<file path="src/hw/rtl/i2cm_pkg.sv">
package i2cm_pkg;

    typedef enum logic [1:0] {
        OP_TICK  = 2'd0,
        OP_WRITE = 2'd1,
        OP_READ  = 2'd2,
        OP_SPARE = 2'd3
    } op_t;

    typedef enum logic [3:0] {
        PH_IDLE = 4'd0,
        PH_ST1  = 4'd1,
        PH_ST2  = 4'd2,
        PH_TXA  = 4'd3,
        PH_TXB  = 4'd4,
        PH_TXC  = 4'd5,
        PH_AKA  = 4'd6,
        PH_AKB  = 4'd7,
        PH_GAP  = 4'd8,
        PH_RXA  = 4'd9,
        PH_RXB  = 4'd10,
        PH_RAA  = 4'd11,
        PH_RAB  = 4'd12,
        PH_RAC  = 4'd13,
        PH_SPA  = 4'd14,
        PH_SPB  = 4'd15
    } phase_t;

    localparam logic [2:0]  STEP_ADDR     = 3'd0;
    localparam logic [2:0]  STEP_REG      = 3'd1;
    localparam logic [2:0]  STEP_RESTART  = 3'd2;
    localparam logic [2:0]  STEP_LAST     = 3'd3;
    localparam logic [2:0]  STEP_RX2      = 3'd4;
    localparam logic [15:0] DELAY_RESET   = 16'd20;
    localparam logic [7:0]  READ_BIT      = 8'h01;

    typedef struct packed {
        op_t         op;
        logic [7:0]  slave_byte;
        logic [7:0]  register_index;
        logic [15:0] write_word;
        logic        sda_level;
    } item_t;

    typedef struct packed {
        logic        scl_release;
        logic        sda_release;
        logic        busy_res;
        logic        done_res;
        logic        fail;
        logic [15:0] read_word;
    } result_t;

    function automatic logic [7:0] byte_for_step(
        input logic [2:0]  step,
        input logic        is_read,
        input logic [7:0]  slave,
        input logic [7:0]  regidx,
        input logic [15:0] data
    );
        logic [7:0] b;
        if (step == STEP_ADDR)
            b = slave;
        else if (step == STEP_REG)
            b = regidx;
        else if (is_read)
            b = slave | READ_BIT;
        else if (step == STEP_RESTART)
            b = data[15:8];
        else
            b = data[7:0];
        return b;
    endfunction

endpackage

</file>
<file path="src/hw/rtl/i2cm_seq.sv">
module i2cm_seq
    import i2cm_pkg::*;
(
    input  logic        clk,
    input  logic        rst_n,
    input  logic        step_en,
    input  item_t       item,
    input  logic        cfg_we,
    input  logic [15:0] cfg_value,
    output result_t     result
);

    logic [15:0] delay_ticks_reg;
    phase_t      phase_reg, phase_next;
    logic [15:0] delay_reg, delay_next;
    logic [3:0]  bit_reg, bit_next;
    logic [7:0]  shift_reg, shift_next;
    logic [7:0]  slave_reg, slave_next;
    logic [7:0]  regidx_reg, regidx_next;
    logic [15:0] data_reg, data_next;
    logic        scl_reg, scl_next;
    logic        sda_reg, sda_next;
    logic [2:0]  step_reg, step_next;
    logic        read_reg, read_next;
    logic        fail_reg, fail_next;
    logic        done;

    always_ff @(posedge clk or negedge rst_n)
    begin
        if (!rst_n)
        begin
            delay_ticks_reg <= DELAY_RESET;
            phase_reg       <= PH_IDLE;
            delay_reg       <= '0;
            bit_reg         <= '0;
            shift_reg       <= '0;
            slave_reg       <= '0;
            regidx_reg      <= '0;
            data_reg        <= '0;
            scl_reg         <= 1'b1;
            sda_reg         <= 1'b1;
            step_reg        <= STEP_ADDR;
            read_reg        <= 1'b0;
            fail_reg        <= 1'b0;
        end
        else
        begin
            if (cfg_we)
                delay_ticks_reg <= cfg_value;
            phase_reg  <= phase_next;
            delay_reg  <= delay_next;
            bit_reg    <= bit_next;
            shift_reg  <= shift_next;
            slave_reg  <= slave_next;
            regidx_reg <= regidx_next;
            data_reg   <= data_next;
            scl_reg    <= scl_next;
            sda_reg    <= sda_next;
            step_reg   <= step_next;
            read_reg   <= read_next;
            fail_reg   <= fail_next;
        end
    end

    always_comb
    begin
        logic [15:0] arm_val;
        logic [2:0]  step_inc;
        logic [3:0]  bit_inc;
        logic [7:0]  shifted;
        logic [7:0]  tx_byte;
        logic        is_cmd;

        arm_val  = (delay_ticks_reg == 16'd0) ? 16'd1 : delay_ticks_reg;
        step_inc = step_reg + 3'd1;
        bit_inc  = bit_reg + 4'd1;
        shifted  = {shift_reg[6:0], 1'b0};
        is_cmd   = (item.op == OP_WRITE) || (item.op == OP_READ);

        phase_next  = phase_reg;
        delay_next  = delay_reg;
        bit_next    = bit_reg;
        shift_next  = shift_reg;
        slave_next  = slave_reg;
        regidx_next = regidx_reg;
        data_next   = data_reg;
        scl_next    = scl_reg;
        sda_next    = sda_reg;
        step_next   = step_reg;
        read_next   = read_reg;
        fail_next   = fail_reg;
        done        = 1'b0;
        tx_byte     = byte_for_step(step_reg, read_reg, slave_reg, regidx_reg, data_reg);

        if (step_en)
        begin
            if (is_cmd)
            begin
                if (phase_reg == PH_IDLE)
                begin
                    slave_next  = item.slave_byte;
                    regidx_next = item.register_index;
                    read_next   = (item.op == OP_READ);
                    data_next   = (item.op == OP_READ) ? 16'd0 : item.write_word;
                    step_next   = STEP_ADDR;
                    fail_next   = 1'b0;
                    sda_next    = 1'b1;
                    scl_next    = 1'b1;
                    phase_next  = PH_ST1;
                    delay_next  = arm_val;
                end
            end
            else if (phase_reg != PH_IDLE)
            begin
                if (delay_reg > 16'd1)
                    delay_next = delay_reg - 16'd1;
                else
                begin
                    delay_next = 16'd0;
                    unique case (phase_reg)
                        PH_IDLE:
                        begin
                            phase_next = PH_IDLE;
                        end
                        PH_ST1:
                        begin
                            sda_next   = 1'b0;
                            phase_next = PH_ST2;
                            delay_next = arm_val;
                        end
                        PH_ST2:
                        begin
                            scl_next   = 1'b0;
                            shift_next = tx_byte;
                            bit_next   = 4'd0;
                            sda_next   = tx_byte[7];
                            phase_next = PH_TXA;
                            delay_next = arm_val;
                        end
                        PH_TXA:
                        begin
                            scl_next   = 1'b1;
                            phase_next = PH_TXB;
                            delay_next = arm_val;
                        end
                        PH_TXB:
                        begin
                            scl_next   = 1'b0;
                            phase_next = PH_TXC;
                            delay_next = arm_val;
                        end
                        PH_TXC:
                        begin
                            shift_next = shifted;
                            bit_next   = bit_inc;
                            delay_next = arm_val;
                            if (!bit_inc[3])
                            begin
                                sda_next   = shifted[7];
                                phase_next = PH_TXA;
                            end
                            else
                            begin
                                sda_next   = 1'b1;
                                phase_next = PH_AKA;
                            end
                        end
                        PH_AKA:
                        begin
                            scl_next   = 1'b1;
                            phase_next = PH_AKB;
                            delay_next = arm_val;
                        end
                        PH_AKB:
                        begin
                            scl_next   = 1'b0;
                            delay_next = arm_val;
                            tx_byte    = byte_for_step(step_inc, read_reg, slave_reg,
                                                       regidx_reg, data_reg);
                            if ((!read_reg && step_reg == STEP_LAST) || item.sda_level)
                            begin
                                // last write ack ignored, otherwise a nack fails
                                if (read_reg || step_reg != STEP_LAST)
                                    fail_next = 1'b1;
                                sda_next   = 1'b0;
                                phase_next = PH_SPA;
                            end
                            else
                            begin
                                step_next = step_inc;
                                if (!read_reg || step_inc == STEP_REG)
                                begin
                                    shift_next = tx_byte;
                                    bit_next   = 4'd0;
                                    sda_next   = tx_byte[7];
                                    phase_next = PH_TXA;
                                end
                                else if (step_inc == STEP_RESTART)
                                begin
                                    sda_next   = 1'b1;
                                    scl_next   = 1'b1;
                                    phase_next = PH_ST1;
                                end
                                else
                                    phase_next = PH_GAP;
                            end
                        end
                        PH_GAP:
                        begin
                            sda_next   = 1'b1;
                            shift_next = 8'd0;
                            bit_next   = 4'd0;
                            scl_next   = 1'b1;
                            phase_next = PH_RXA;
                            delay_next = arm_val;
                        end
                        PH_RXA:
                        begin
                            shift_next = shift_reg | {7'd0, item.sda_level};
                            scl_next   = 1'b0;
                            phase_next = PH_RXB;
                            delay_next = arm_val;
                        end
                        PH_RXB:
                        begin
                            bit_next   = bit_inc;
                            delay_next = arm_val;
                            if (!bit_inc[3])
                            begin
                                shift_next = shifted;
                                scl_next   = 1'b1;
                                phase_next = PH_RXA;
                            end
                            else
                            begin
                                if (step_reg == STEP_LAST)
                                begin
                                    data_next = {shift_reg, data_reg[7:0]};
                                    sda_next  = 1'b0;
                                end
                                else
                                begin
                                    data_next = {data_reg[15:8], shift_reg};
                                    sda_next  = 1'b1;
                                end
                                phase_next = PH_RAA;
                            end
                        end
                        PH_RAA:
                        begin
                            scl_next   = 1'b1;
                            phase_next = PH_RAB;
                            delay_next = arm_val;
                        end
                        PH_RAB:
                        begin
                            scl_next   = 1'b0;
                            phase_next = PH_RAC;
                            delay_next = arm_val;
                        end
                        PH_RAC:
                        begin
                            delay_next = arm_val;
                            if (step_reg == STEP_LAST)
                            begin
                                step_next  = STEP_RX2;
                                sda_next   = 1'b1;
                                shift_next = 8'd0;
                                bit_next   = 4'd0;
                                scl_next   = 1'b1;
                                phase_next = PH_RXA;
                            end
                            else
                            begin
                                scl_next   = 1'b0;
                                sda_next   = 1'b0;
                                phase_next = PH_SPA;
                            end
                        end
                        PH_SPA:
                        begin
                            scl_next   = 1'b1;
                            phase_next = PH_SPB;
                            delay_next = arm_val;
                        end
                        PH_SPB:
                        begin
                            sda_next   = 1'b1;
                            phase_next = PH_IDLE;
                            done       = 1'b1;
                        end
                    endcase
                end
            end
        end
    end

    always_comb
    begin
        result.scl_release = scl_next;
        result.sda_release = sda_next;
        result.busy_res    = (phase_next != PH_IDLE);
        result.done_res    = done;
        result.fail        = fail_next;
        result.read_word   = read_next ? data_next : 16'd0;
    end

endmodule

</file>
<file path="src/hw/rtl/i2c_master_register_access.sv">
// channel   dir  beat fields (low bit up)                                    handshake
// s_axis    in   tuser: op; tdata: slave_byte, register_index, write_word,   tvalid/tready
//                sda_level
// m_axis    out  tdata: scl_release, sda_release, busy_res, done_res, fail,  tvalid/tready
//                read_word
// cfg       in   cfg_data: delay_ticks                                       cfg_valid/cfg_ready
//
// one beat per cycle unless m_axis stalls; an accepted beat waits in the input register;
// when it moves on, the sequencer state updates and its result is registered onto m_axis
// rst_n clears sequencer and valid flags: idle, both lines released, delay_ticks back to 20
// a stalled m_axis holds its beat; s_axis keeps accepting until the input register is full
// cfg is always ready and takes effect on the next beat
module i2c_master_register_access
    import i2cm_pkg::*;
(
    input  logic        clk,
    input  logic        rst_n,
    input  logic        s_axis_tvalid,
    output logic        s_axis_tready,
    input  logic [1:0]  s_axis_tuser,  // op
    input  logic [39:0] s_axis_tdata,  // slave_byte, register_index, write_word, sda_level
    output logic        m_axis_tvalid,
    input  logic        m_axis_tready,
    output logic [23:0] m_axis_tdata,  // scl_release, sda_release, busy_res, done_res, fail,
                                       // read_word
    input  logic        cfg_valid,
    output logic        cfg_ready,
    input  logic [15:0] cfg_data
);

    logic    in_valid_reg;
    item_t   in_item_reg;
    logic    out_valid_reg;
    result_t out_reg;
    result_t result;
    logic    advance;

    assign advance       = in_valid_reg && (!out_valid_reg || m_axis_tready);
    assign s_axis_tready = !in_valid_reg || advance;
    assign cfg_ready     = 1'b1;

    always_ff @(posedge clk or negedge rst_n)
    begin
        if (!rst_n)
        begin
            in_valid_reg  <= 1'b0;
            out_valid_reg <= 1'b0;
        end
        else
        begin
            if (s_axis_tready)
                in_valid_reg <= s_axis_tvalid;
            if (advance)
                out_valid_reg <= 1'b1;
            else if (m_axis_tready)
                out_valid_reg <= 1'b0;
        end
    end

    always_ff @(posedge clk)
    begin
        if (s_axis_tready && s_axis_tvalid)
        begin
            in_item_reg.op             <= op_t'(s_axis_tuser);
            in_item_reg.slave_byte     <= s_axis_tdata[7:0];
            in_item_reg.register_index <= s_axis_tdata[15:8];
            in_item_reg.write_word     <= s_axis_tdata[31:16];
            in_item_reg.sda_level      <= s_axis_tdata[32];
        end
        if (advance)
            out_reg <= result;
    end

    i2cm_seq u_seq (
        .clk       (clk),
        .rst_n     (rst_n),
        .step_en   (advance),
        .item      (in_item_reg),
        .cfg_we    (cfg_valid && cfg_ready),
        .cfg_value (cfg_data),
        .result    (result)
    );

    assign m_axis_tvalid = out_valid_reg;
    assign m_axis_tdata  = {3'd0, out_reg.read_word, out_reg.fail, out_reg.done_res,
                            out_reg.busy_res, out_reg.sda_release, out_reg.scl_release};

endmodule

</file>
<file path="config.mk">
export PLATFORM = sky130hd
export DESIGN_NAME = i2c_master_register_access
export DESIGN_NICKNAME = d
export VERILOG_FILES = /design/src/hw/rtl/i2cm_pkg.sv /design/src/hw/rtl/i2cm_seq.sv /design/src/hw/rtl/i2c_master_register_access.sv
export SDC_FILE = /design/constraint.sdc
export NUM_CORES = 1
export LEC_CHECK = 0
export CAP_MARGIN = 20
export CORE_AREA = 5 5 120 150
export CTS_BUF_LIST = sky130_fd_sc_hd__clkbuf_4 sky130_fd_sc_hd__clkbuf_8
export CTS_CLUSTER_SIZE = 14
export DETAILED_ROUTE_END_ITERATION = 7
export DIE_AREA = 0 0 125 155
export DONT_BUFFER_PORTS = 1
export SYNTH_ARGS = -nofsm -noshare
export SYNTH_HDL_FRONTEND = slang
export SYNTH_HIERARCHICAL = 1
export SYNTH_SLANG_ARGS = --single-unit
</file>
<file path="constraint.sdc">
create_clock -name clk -period 4.1 [get_ports clk]
set_input_delay 0.82 -clock clk [delete_from_list [all_inputs] [get_ports clk]]
set_output_delay 0.82 -clock clk [all_outputs]
set_load 0.01 [all_outputs]
</file>
Word level (Yosys, flattened, before mapping)
Index checks and enable logic that the tools add are counted.
W data, S select, Z words.
{"block": "word_totals", "register_bits": 145, "input_bits": 63, "output_inout_bits": 27, "word_cells": 189}
{"block": "classes", "addsub": 3, "magnitude_cmp": 1, "n_eq_ne": 31, "mux": 88, "n_bitwise": 4, "n_reduce_logical": 36}
{"op": "$mux W16", "count": 15}
{"op": "$mux W8", "count": 12}
{"op": "$pmux W4 S15", "count": 1}
{"op": "$pmux W8 S7", "count": 1}
{"op": "$mux W4", "count": 11}
{"op": "$mux W1", "count": 35}
{"op": "$eq A4 B4 Y1 const B", "count": 8}
{"op": "$mux W3", "count": 8}
{"op": "$eq A4 B3 Y1 const B", "count": 4}
{"op": "$gt A16 B1 Y1 const B", "count": 1}
{"op": "$logic_not A16 Y1", "count": 1}
{"op": "$pmux W4 S4", "count": 1}
{"op": "$sub A16 B1 Y16 const B", "count": 1}
{"op": "$reduce_or A14 Y1", "count": 1}
{"op": "$reduce_bool A4 Y1", "count": 3}
{"op": "$eq A3 B2 Y1 const B", "count": 3}
{"op": "$reduce_and A9 Y1", "count": 1}
{"op": "$eq A4 B2 Y1 const B", "count": 2}
{"op": "$or A8 B1 Y8", "count": 1}
{"op": "$reduce_and A8 Y1", "count": 1}
{"op": "$reduce_or A2 Y1", "count": 4}
{"op": "$pmux W1 S7", "count": 1}
{"op": "$reduce_and A7 Y1", "count": 1}
{"op": "$reduce_bool A7 Y1", "count": 1}
{"op": "25 further kinds", "count": 45}

Longest topological paths before layout
Gate-level depths: netlist (run 1).
{"block": "depth", "word_depth": 13, "mapped_depth": 11, "mapped_depth_nobuf": 8}

Hierarchy
Netlist (run 1), hierarchy kept.
{"module": "i2cm_seq", "instances": 1, "cells_each": 695, "area_each_um2": 6180.9, "seq_area_each_um2": 2182.1}
{"module": "i2c_master_register_access", "instances": 1, "cells_each": 70, "area_each_um2": 1823.0, "seq_area_each_um2": 1731.7}

Worst setup path after synthesis (run 1)
OpenSTA, ideal clock, no wires.
{"block": "synth_path", "path_kind": "input -> register", "startpoint": "input m_axis_tready", "endpoint": "register out_reg (netlist bit m_axis_tdata[2]), data pin", "setup_time_ns": 0.272, "t_arrival_ns": 3.022, "required_ns": 3.828, "slack_ns": 0.806, "stages": 8, "n_path_buf": 0, "cell_sequence": "nand2b_1 and2_1 and2_1 nand4_2 nor2_8 nand2_1 a221o_1 or4_1"}
{"element": "start, declared", "line": "i2c_master_register_access.sv:23", "source": "input logic m_axis_tready,"}
{"element": "end signal, assigned", "line": "i2c_master_register_access.sv:71", "source": "out_reg <= result;"}
{"element": "end, declared", "line": "i2c_master_register_access.sv:34", "source": "result_t out_reg;"}

Worst setup path after layout (run 1)
{"block": "layout_path", "startpoint": "register u_seq.phase_reg[2]", "endpoint": "register u_seq.delay_reg[10]"}
{"block": "layout_via", "elab_chain_len": 6, "elab_cells_between_ends": 24, "cone_classes": "eq/ne: 15; mux: 4; reduce/logical: 5"}
{"element": "start, declared", "line": "i2cm_seq.sv:14", "source": "phase_t phase_reg, phase_next;"}
{"element": "start signal, assigned", "line": "i2cm_seq.sv:50", "source": "phase_reg <= phase_next;"}
{"element": "$eq A4 B1 Y1 (tied with other cells)", "line": "i2cm_seq.sv:120", "source": "unique case (phase_reg)"}
{"element": "$reduce_or A14 Y1 (no source line)"}
{"element": "$mux W16", "line": "i2cm_seq.sv:120"}
{"element": "$mux W16", "line": "i2cm_seq.sv:115", "source": "if (delay_reg > 16'd1)"}
{"element": "$mux W16", "line": "i2cm_seq.sv:113", "source": "else if (phase_reg != PH_IDLE)"}
{"element": "$mux W16", "line": "i2cm_seq.sv:97", "source": "if (is_cmd)"}
{"element": "end signal, assigned", "line": "i2cm_seq.sv:51", "source": "delay_reg <= delay_next;"}
{"element": "end, declared", "line": "i2cm_seq.sv:15", "source": "logic [15:0] delay_reg, delay_next;"}
Parallel ways exist; a longest one is shown, timed or not. The select of a mux whose other input is x is not followed.
A chain may end at the register's enable or synchronous reset.

==> impl_metrics.yaml, run 1 <==
run_status:
  status: "completed"
clock_network:
  ctsRootBufferMaster: "clkbuf_8"
  cts_made_buffers: 17
  cts_setup_buffers: 0
  cts_resized: 0
  clock_sinks: 145
  htreeDepth: 4
  clk_path_buf_depth: 2
  path_clk_slew_ps: 90
  cts_hold_buf: 0
  insertion_delay_ps: 460
  cts_tree: "yes"
synthesis:
  yosysTopAreaCellShare_pct: 26.6
  yosys-top-cells-count: "85 x dfrtp_1, 62 x a21oi_1, 56 x edfxtp_1"
  synth_area_per_cell_um2: 10.5
  synth-edff-count: 56
  synth_area_um2: 8000
  synthArstFlopShare_pct: 61.4
  yosysTopAreaCell: "dfrtp_1"
  synth_cell_type_count: 74
  yosysWarnings: 6
  synthCells: 765
  synth_most_common_cell: "dfrtp_1"
  yosys_most_used_dff: "dfrtp_1"
  netlist_top_cells_area: "dfrtp_1 27%, edfxtp_1 21%, mux2_2 6.5%, a21oi_1 3.9%, o21ai_0 3.3%"
  seq_area_frac_synth_pct: 48.9
  ys_ff_latch: 145
placement:
  placedCellCount: 941
  gp_congestion: 0.856
  post-dp-hpwl_mm: 14.6
  io_buffers: 0
timing:
  slew_violations: 0
  hold_viol_final: 0
  period_share_pct: 77.4
  tightest_slew_ps: 874
  fin_crit_ps: 3180
  rsz0062_at_grt: "false"
  setup_violations: 0
  skew_ps: 11.5
  relSlewSlack_pct: 41.0
  fin_setup_tns_ps: 0
  max_freq_ghz: 0.315
flow_run:
  max_cap_violations: 0
grt:
  grt_pass1_vias: 6309
  grt-ovfl-total: 0
  grt_pass1_wl_mm: 34.3
  antenna_found_initial: 0
  track_usage_pct: 22.1
  grt_max_degree: 90
critical_path:
  critPathArrivalTime_ps: 3510
  startpoint_type: "flop"
  cp_max_fo: 21
  worst_setup_path_end_kind: "flop"
  critPathKind: "flop to flop"
  required_ps: 4430
finish:
  largest_reg_flops: 35
  syn2layout_area_growth_pct: 6.07
  nets: 814
  diodes: 0
  finish.utilization_pct: 51.4
  final_cells: 974
  drive_above_1_share_pct: 15.1
floorplan:
  die_h_um: 155
  io_pins: 90
  dieArea_um2: 19400
  core_um2: 16500
  rows: 53
  die_w_um: 125
  initial_core_util_pct: 48.5
pwr:
  ir_drop_mv: 0.222
  p_leak_nw: 3.39
  switching_share_pct: 38.7
  power_switching_mw: 1.84
  power.internal_mw: 2.91
  total_power_mw: 4.75
  p_comb_share_pct: 35.3
  p_per_area_nw_per_um2: 560
  seqPwrFrac_pct: 41.6
  p_clk_share_pct: 23.1
drt:
  drtAntennaViolNets: 0
  drc: 0
  post_drt_via_cell_ratio: 6.53
  drt_wl_total_mm: 21.5
  vias: 6358
  avgRoutedWirePerCell_um: 22.1
  first_pass_iters: 8
  drt_iter0_markers: 610
min_path:
  hp-class: "primary input to async pin"
==> critical path, cell delays in order, from the launching register on <==
cell and delay, ps:
dfrtp_1 770, or4_1 440, nand2_1 140, o41ai_1 730, nor2b_1 710, nand2_1 120, o311ai_1 130
==> power by group through the flow <==
stage	combinational [mW]	clock, mW	sequential [mW]
after detailed placement	1.66	0	2.00
after global routing	1.86	1.19	2.00
after global placement	1.60	0	1.99
final	1.68	1.10	1.97
after CTS	1.66	1.12	1.97
after floorplan	1.36	0	1.88
==> final timing paths <==
kind | cells past startpoint | slack, ps | start | to
min in group clk | 0 | 450 | s_axis_tdata[18] | in_item_reg[3]
max in group asynchronous | 0 | 3810 | rst_n | u_seq/delay_ticks_reg[2]
max | 6 | 920 | u_seq/phase_reg[2] | u_seq/delay_reg[10]
min reg2reg | 1 | 480 | in_item_reg[20] | u_seq/regidx_reg[3]
max reg2reg | 6 | 920 | u_seq/phase_reg[2] | u_seq/delay_reg[10]
min | 0 | 50 | rst_n | u_seq/fail_reg
==> cells in the final DEF (no fill, tap or decap), types with 6 or more instances in the layout <==
cell type  netlist  routed
inv_1           18      18
nor3_1           8       8
nand2b_1        12      12
clkbuf_8         0      17
a21oi_1         62      62
nor2b_1         12      12
a211oi_1         9       9
a2bb2oi_1       17      17
nand2_1         49      49
o21ai_0         53      53
o32ai_1         16      16
edfxtp_1        56      56
a221o_1         16      16
ha_1            10      10
a311oi_1         7       7
mux2i_1          8       8
nor2_1          50      50
and3_1          14      14
inv_6            0       6
a221oi_1        16      16
dfrtp_1         85      85
nor4_1          10      10
buf_4            9      14
o31ai_1         12      12
a22oi_1         18      18
mux2_2          46      46
nand3_1         15      15
==> routing by layer <==
metal  part of all wire (%)  GRT usage (%)
met5                      0              0
met4                    3.7           10.3
met3                    5.0           4.36
met2                     51           38.2
met1                     40           26.8
==> stage by stage <==
step	instance area, µm²	hold slack, ps	setup WS, ps
floorplan	8010	435	806
global placement	8120	457	824
detailed placement	8120	462	774
CTS	8480	31.1	996
global route	8490	20.7	749
finish	8490	52.0	925
==> kinds of logic (layout without fill, tap and decap cells) <==
kind of cell,count (synthesis),in the layout,share of synthesized area [%]
adder cells (fa/ha/maj),10,10,1.56
other,2,4,0.0938
flip-flops,145,145,48.9
multiplexers,54,54,7.47
XOR/XNOR,5,5,0.547
AND/OR/NAND/NOR,212,212,14.8
buffers and inverters,79,66,4.36
AO/OA/AOI/OAI,258,258,22.3
==> final cells by class <==
cell class | count | area (µm²)
Tap cell | 220 | 275
Multi-Input combinational cell | 543 | 3750
Clock inverter | 14 | 128
Clock buffer | 18 | 241
Timing Repair Buffer | 15 | 110
Fill cell | 1465 | 8020
Inverter | 19 | 71.3
Sequential cell | 145 | 3910
Power figures use the tool's default switching activity.
==> run 2, diff against run 1 <==
--- a/config.mk
+++ b/config.mk
@@ -5,13 +5,15 @@
 export SDC_FILE = /design/constraint.sdc
 export NUM_CORES = 1
 export LEC_CHECK = 0
+export ABC_AREA = 1
 export CAP_MARGIN = 20
-export CORE_AREA = 5 5 120 150
+export CORE_AREA = 5 5 122 152
 export CTS_BUF_LIST = sky130_fd_sc_hd__clkbuf_4 sky130_fd_sc_hd__clkbuf_8
 export CTS_CLUSTER_SIZE = 14
 export DETAILED_ROUTE_END_ITERATION = 7
-export DIE_AREA = 0 0 125 155
+export DIE_AREA = 0 0 127 157
 export DONT_BUFFER_PORTS = 1
+export PLACE_DENSITY = 0.66
 export SYNTH_ARGS = -nofsm -noshare
 export SYNTH_HDL_FRONTEND = slang
 export SYNTH_HIERARCHICAL = 1
==> constraint.sdc (replaced) <==
create_clock -name clk -period 2.7 [get_ports clk]
set_input_delay 0.54 -clock clk [delete_from_list [all_inputs] [get_ports clk]]
set_output_delay 0.54 -clock clk [all_outputs]
set_load 0.01 [all_outputs]
==> run 2 against run 1 <==
- synthesized cell count is 32% higher
- critical path depth stayed put
- hold slack better by 130 ps
- cell count is 27% higher
- cell area is 5.1% higher
- total power is 42% higher
- count of clock-buffer cells in the layout is 3 higher
- first-iteration DRC count is 7.5% lower
- area after synthesis is 3.3% higher
- fmax is 35% higher
- sequential power is 47% higher
- global-route usage is 1.5 points lower
- critical path type unchanged
==> impl_metrics.yaml, run 2 <==
finish:
  most-common-layout-cells: "267 x nand2_1, 116 x inv_1, 92 x nand3_1"
  final_cells: 1239
  syn2layout_area_growth_pct: 7.87
  diodes: 0
  layout_commonest_cell: "nand2_1"
  nets: 1079
  drive_above_1_share_pct: 14.5
  largest_reg_flops: 35
timing:
  relSlewSlack_pct: 59.7
  tightest_slew_ps: 603
  hold_viol_final: 0
  fin_setup_tns_ps: 0
  period_share_pct: 86.8
  max_freq_ghz: 0.427
  setup_ws_ps: 356
  slew_violations: 0
  setup_violations: 0
  fin_crit_ps: 2340
  rsz0062_at_grt: "false"
  skew_ps: 10.3
grt:
  grt_max_degree: 90
  grt_pass1_vias: 6528
  grt_pass1_wl_mm: 32.8
  antenna_found_initial: 0
  grt-ovfl-total: 0
  track_usage_pct: 20.6
critical_path:
  critPathSlowestCell: "dfrtp_1"
  crit_buf_inv: 0
  reg2regPathDepth: 6
  worst_setup_path_end_kind: "flop"
  r2r_start: "u_seq/phase_reg[0]"
  r2r_end: "m_axis_tdata[12]"
  cp_cell_sequence: "nor2_4 > nand2_8 > nor2_4 > nand2_2 > o21ai_4 > nor2_1"
  startpoint_type: "flop"
  critPathArrivalTime_ps: 2510
  crit_top_cell: "nor2_4"
  r2r_setup_slack_ps: 360
  cp_max_fo: 17
  critPathKind: "flop to flop"
  required_ps: 2870
  cp_top_family: "simple AND/OR/NAND/NOR gates"
  cp_slowest_stage_delay_ps: 530
floorplan:
  die_w_um: 127
  core_um2: 16800
  rows: 53
  dieArea_um2: 19900
  die_h_um: 157
  io_pins: 90
  initial_core_util_pct: 49.1
flow_run:
  max_cap_violations: 0
drt:
  avgRoutedWirePerCell_um: 16.3
  drc: 0
  first_pass_iters: 5
  post_drt_via_cell_ratio: 5.39
  drt_wl_total_mm: 20.1
  drt_iter0_markers: 564
  vias: 6680
  drtAntennaViolNets: 0
synthesis:
  synthCells: 1007
  yosysWarnings: 6
  synth_most_common_cell: "nand2_1"
  yosys_most_used_dff: "dfrtp_1"
  ys_ff_latch: 145
  synth_area_per_cell_um2: 8.21
  netlist_top_cells_area: "dfrtp_1 26%, edfxtp_1 20%, nand2_1 12%, nand3_1 5.6%, inv_1 5.3%"
  yosysTopAreaCell: "dfrtp_1"
  synth_area_um2: 8270
  synth-edff-count: 56
  seq_area_frac_synth_pct: 47.3
  yosysTopAreaCellShare_pct: 25.7
  yosys-top-cells-count: "267 x nand2_1, 116 x inv_1, 92 x nand3_1"
  synthArstFlopShare_pct: 61.4
  synth_cell_type_count: 48
min_path:
  min_path_cells: 0
  hp-class: "primary input to flop"
  worstHoldStart: "s_axis_tdata[8]"
  hold_end: "in_item_reg[17]"
placement:
  gp_congestion: 0.944
  dpl_worst_slack_ps: 368
  post-dp-hpwl_mm: 14.5
  io_buffers: 0
  placedCellCount: 1205
clock_network:
  cts_tree: "yes"
  cts_made_buffers: 17
  clock_sinks: 145
  ctsRootBufferMaster: "clkbuf_8"
  insertion_delay_ps: 450
  htreeDepth: 4
  path_clk_slew_ps: 80
  clk_path_buf_depth: 2
pwr:
  p_clk_share_pct: 26.2
  power.internal_mw: 4.23
  total_power_mw: 6.73
  p_per_area_nw_per_um2: 754
  p_leak_nw: 4.15
  switching_share_pct: 37.0
  p_comb_share_pct: 30.8
  ir_drop_mv: 0.412
  power_switching_mw: 2.49
  seqPwrFrac_pct: 43.0
run_status:
  status: "completed"
-- run 2: per-stage QoR --
stage,hold WS [ps],area (µm²),utilization (%)
finish,182,8920,53.0
floorplan,244,8280,-
detailed placement,247,8480,50.3
global route,147,8920,53.0
CTS,157,8920,53.0
global placement,247,8480,50.3
-- run 2: power groups by stage --
| stage | sequential [mW] | combinational (mW) | clock (mW) |
|---|---|---|---|
| floorplan | 2.84 | 1.61 | 0 |
| detailed placement | 2.93 | 2.01 | 0 |
| global placement | 2.93 | 1.98 | 0 |
| global route | 2.93 | 2.33 | 1.92 |
| finish | 2.89 | 2.07 | 1.76 |
| CTS | 2.89 | 2.06 | 1.81 |
-- run 2: layer usage --
| layer | GRT usage, % | vias up | part of all wire (%) |
|---|---|---|---|
| met3 | 4.72 | 43 | 5.8 |
| met5 | 0 | - | 0 |
| met4 | 8.33 | 0 | 3.0 |
| met1 | 27.1 | 3094 | 45 |
| li1 | - | 3293 | - |
| met2 | 33.1 | 250 | 46 |
-- run 2: worst reg2reg max path, stage by stage, from the launching register on --
cell and delay, ps:
dfrtp_1 530, nor2_4 230, nand2_8 100, nor2_4 410
nand2_2 150, o21ai_4 520, nor2_1 130
-- run 2: cell families (layout without fill, tap and decap cells) --
family                     count (synthesis)  after routing  share of synthesized area [%]
xor gates and xnor gates                   9              9                          0.953
buffers and inverters                    169            179                           8.67
other                                      2              4                         0.0908
adders and majority gates                 10             10                           1.51
and+or+nand+nor                          515            515                           29.0
DFF                                      145            145                           47.3
AOI/OAI and AO/OA                        139            139                           10.0
muxes                                     18             18                           2.45
-- run 2: repair_timing --
item	in CTS	in global routing
setup buffers	0	0
hold endpoints to repair	89	0
hold buffers	2	0
resized for setup	0	0
-- run 2: worst max-delay path by stage --
stage	from	to	cells after the start
final	u_seq/phase_reg[0]	m_axis_tdata[12]	6
after global routing	in_item_reg[34]	u_seq/step_reg[1]	9
after CTS	u_seq/phase_reg[0]	m_axis_tdata[6]	6
after detailed placement	u_seq/phase_reg[0]	m_axis_tdata[6]	6
after global placement	u_seq/step_reg[0]	u_seq/shift_reg[1]	11
after floorplan	m_axis_tready	m_axis_tdata[18]	9
-- run 2: layout make-up --
type	count	area [µm²]
Multi-Input combinational cell	695	3660
Sequential cell	145	3910
Fill cell	1609	7920
Tap cell	220	275
Clock inverter	11	130
Clock buffer	21	277
Timing Repair Buffer	18	183
Inverter	129	484
==> run 3, diff against run 2 <==
--- a/config.mk
+++ b/config.mk
@@ -13,8 +13,8 @@
 export DETAILED_ROUTE_END_ITERATION = 7
 export DIE_AREA = 0 0 127 157
 export DONT_BUFFER_PORTS = 1
-export PLACE_DENSITY = 0.66
 export SYNTH_ARGS = -nofsm -noshare
 export SYNTH_HDL_FRONTEND = slang
 export SYNTH_HIERARCHICAL = 1
 export SYNTH_SLANG_ARGS = --single-unit
+export TNS_END_PERCENT = 100
==> constraint.sdc (replaced) <==
create_clock -name clk -period 2.5 [get_ports clk]
set_input_delay 0.5 -clock clk [delete_from_list [all_inputs] [get_ports clk]]
set_output_delay 0.5 -clock clk [all_outputs]
set_load 0.01 [all_outputs]
==> run 3 against run 2 <==
- total power grew 6.5%
- sequential cell count is the same
- via count is essentially flat
- critical path type unchanged
- combinational power grew 10%
- critical endpoint is now u_seq/shift_reg[4]
- worst setup slack lost 140 ps
- register-to-register slack lost 140 ps
- sequential share of layout area shrank 0.068 points
- die area is the same
- cell area grew 0.15%
- fmax grew 2.7%
==> impl_metrics.yaml, run 3 (synthesized netlist as in run 2, its figures left out) <==
run_status:
  status: "completed"
pwr:
  switching_share_pct: 37.7
  seqPwrFrac_pct: 43.4
  p_comb_share_pct: 31.8
  p_leak_nw: 4.17
  p_clk_share_pct: 24.8
  power_switching_mw: 2.70
  power.internal_mw: 4.46
  ir_drop_mv: 0.455
  p_per_area_nw_per_um2: 802
drt:
  first_pass_iters: 7
  avgRoutedWirePerCell_um: 16.4
  drt_wl_total_mm: 20.4
  drtAntennaViolNets: 0
  vias: 6683
  drt_iter0_markers: 622
  drc: 0
  post_drt_via_cell_ratio: 5.37
critical_path:
  r2r_start: "u_seq/step_reg[0]"
  critPathSlowestCell: "dfrtp_1"
  required_ps: 2900
  cp_top_family: "simple AND/OR/NAND/NOR gates"
  r2r_end: "u_seq/shift_reg[4]"
  r2r_setup_slack_ps: 220
  cp_max_fo: 6
  critPathKind: "flop to flop"
  crit_buf_inv: 2
  cp_cell_sequence: "ha_1 > ha_2 > nand2_2 > nand2_2 > inv_1 > o21ai_1 > nand4_1 > nor3_4 > buf_4 > nand2_1 > nand2_1"
  reg2regPathDepth: 11
  critPathArrivalTime_ps: 2680
  cp_slowest_stage_delay_ps: 430
  startpoint_type: "flop"
  worst_setup_path_end_kind: "flop"
  worstSetupPathDepth: 11
grt:
  gr-usage-met1_pct: 29.4
  grt_pass1_vias: 6462
  grt-ovfl-total: 0
  track_usage_pct: 21.4
  grt_max_degree: 90
  grt_pass1_wl_mm: 33.9
  grt-busiest-layer: "met2"
  grt_use_met2_pct: 34.5
  met3_usage_pct: 3.87
  antenna_found_initial: 0
placement:
  postPlaceCellArea_um2: 8510
  io_buffers: 0
  post-dp-hpwl_mm: 15.0
  placedCellCount: 1210
  dpl_worst_slack_ps: 221
  gp_congestion: 0.918
timing:
  rsz0062_at_grt: "false"
  setup_violations: 0
  fin_setup_tns_ps: 0
  relSlewSlack_pct: 59.0
  slew_violations: 0
  fin_crit_ps: 2280
  skew_ps: 21.3
  setup_ws_ps: 216
  max_freq_ghz: 0.438
  hold_slack_ps: 130
  tightest_slew_ps: 613
  hold_viol_final: 0
  period_share_pct: 91.3
clock_network:
  path_clk_slew_ps: 90
  clk_path_buf_depth: 2
  htreeDepth: 4
  clock_sinks: 145
  ctsRootBufferMaster: "clkbuf_8"
  cts_tree: "yes"
  insertion_delay_ps: 460
  cts_made_buffers: 17
finish:
  most-common-layout-cells: "267 x nand2_1, 116 x inv_1, 92 x nand3_1"
  final_cells: 1245
  largest_reg_flops: 35
  nFillCells: 1647
  layout_commonest_cell: "nand2_1"
  drive_above_1_share_pct: 15.1
  syn2layout_area_growth_pct: 8.03
  nets: 1085
  design_area_um2: 8930
  diodes: 0
floorplan:
  die_w_um: 127
  io_pins: 90
  core_um2: 16800
  dieArea_um2: 19900
  die_h_um: 157
  rows: 53
  initial_core_util_pct: 49.1
min_path:
  hp-class: "primary input to flop"
  worstHoldStart: "s_axis_tdata[31]"
  hold_end: "in_item_reg[16]"
  min_path_cells: 0
flow_run:
  max_cap_violations: 0
[run 3: routing by layer]
layer | part of all wire, % | up-vias
li1 | - | 3312
met1 | 46 | 3127
met2 | 47 | 220
met3 | 5.2 | 24
met4 | 1.8 | 0
met5 | 0 | -
[run 3: final cells by class]
type / count / area (µm²) / share of cell area [%]
Multi-Input combinational cell: 695 / 3660 / 41.0
Timing Repair Buffer: 24 / 228 / 2.55
Inverter: 129 / 484 / 5.42
Sequential cell: 145 / 3910 / 43.8
Tap cell: 220 / 275 / 3.08
Clock inverter: 11 / 109 / 1.22
Clock buffer: 21 / 264 / 2.96
[run 3: how the worst max path moves through the flow]
stage | endpoint | start | slack [ps]
after floorplan | m_axis_tdata[18] | m_axis_tready | 280
after global placement | u_seq/shift_reg[1] | u_seq/step_reg[0] | 250
after detailed placement | u_seq/shift_reg[6] | u_seq/step_reg[0] | 220
after CTS | u_seq/shift_reg[4] | u_seq/step_reg[0] | 190
after global routing | u_seq/shift_reg[4] | u_seq/step_reg[0] | 10
final | u_seq/shift_reg[4] | u_seq/step_reg[0] | 220
[run 3: per-stage QoR]
stage / total power [mW] / utilization, %
after CTS: 7.20 / 53.0
after global routing: 7.68 / 53.0
after global placement: 5.35 / 50.5
final: 7.16 / 53.0
after detailed placement: 5.37 / 50.5
after floorplan: 4.81 / -
[run 3: what timing repair did]
action / 4_1_cts / 5_1_grt
resized for setup: 0 / 1
setup endpoints to repair: 0 / 3
hold buffers: 2 / 0
setup buffers: 0 / 1
hold endpoints to repair: 89 / 0
[run 3: power by group through the flow]
stage | logic [mW] | registers, mW | clock network (mW)
3_3_place_gp | 2.20 | 3.15 | 0
4_1_cts | 2.26 | 3.11 | 1.83
2_1_floorplan | 1.74 | 3.07 | 0
6_report | 2.28 | 3.11 | 1.78
3_5_place_dp | 2.22 | 3.15 | 0
5_1_grt | 2.59 | 3.15 | 1.94
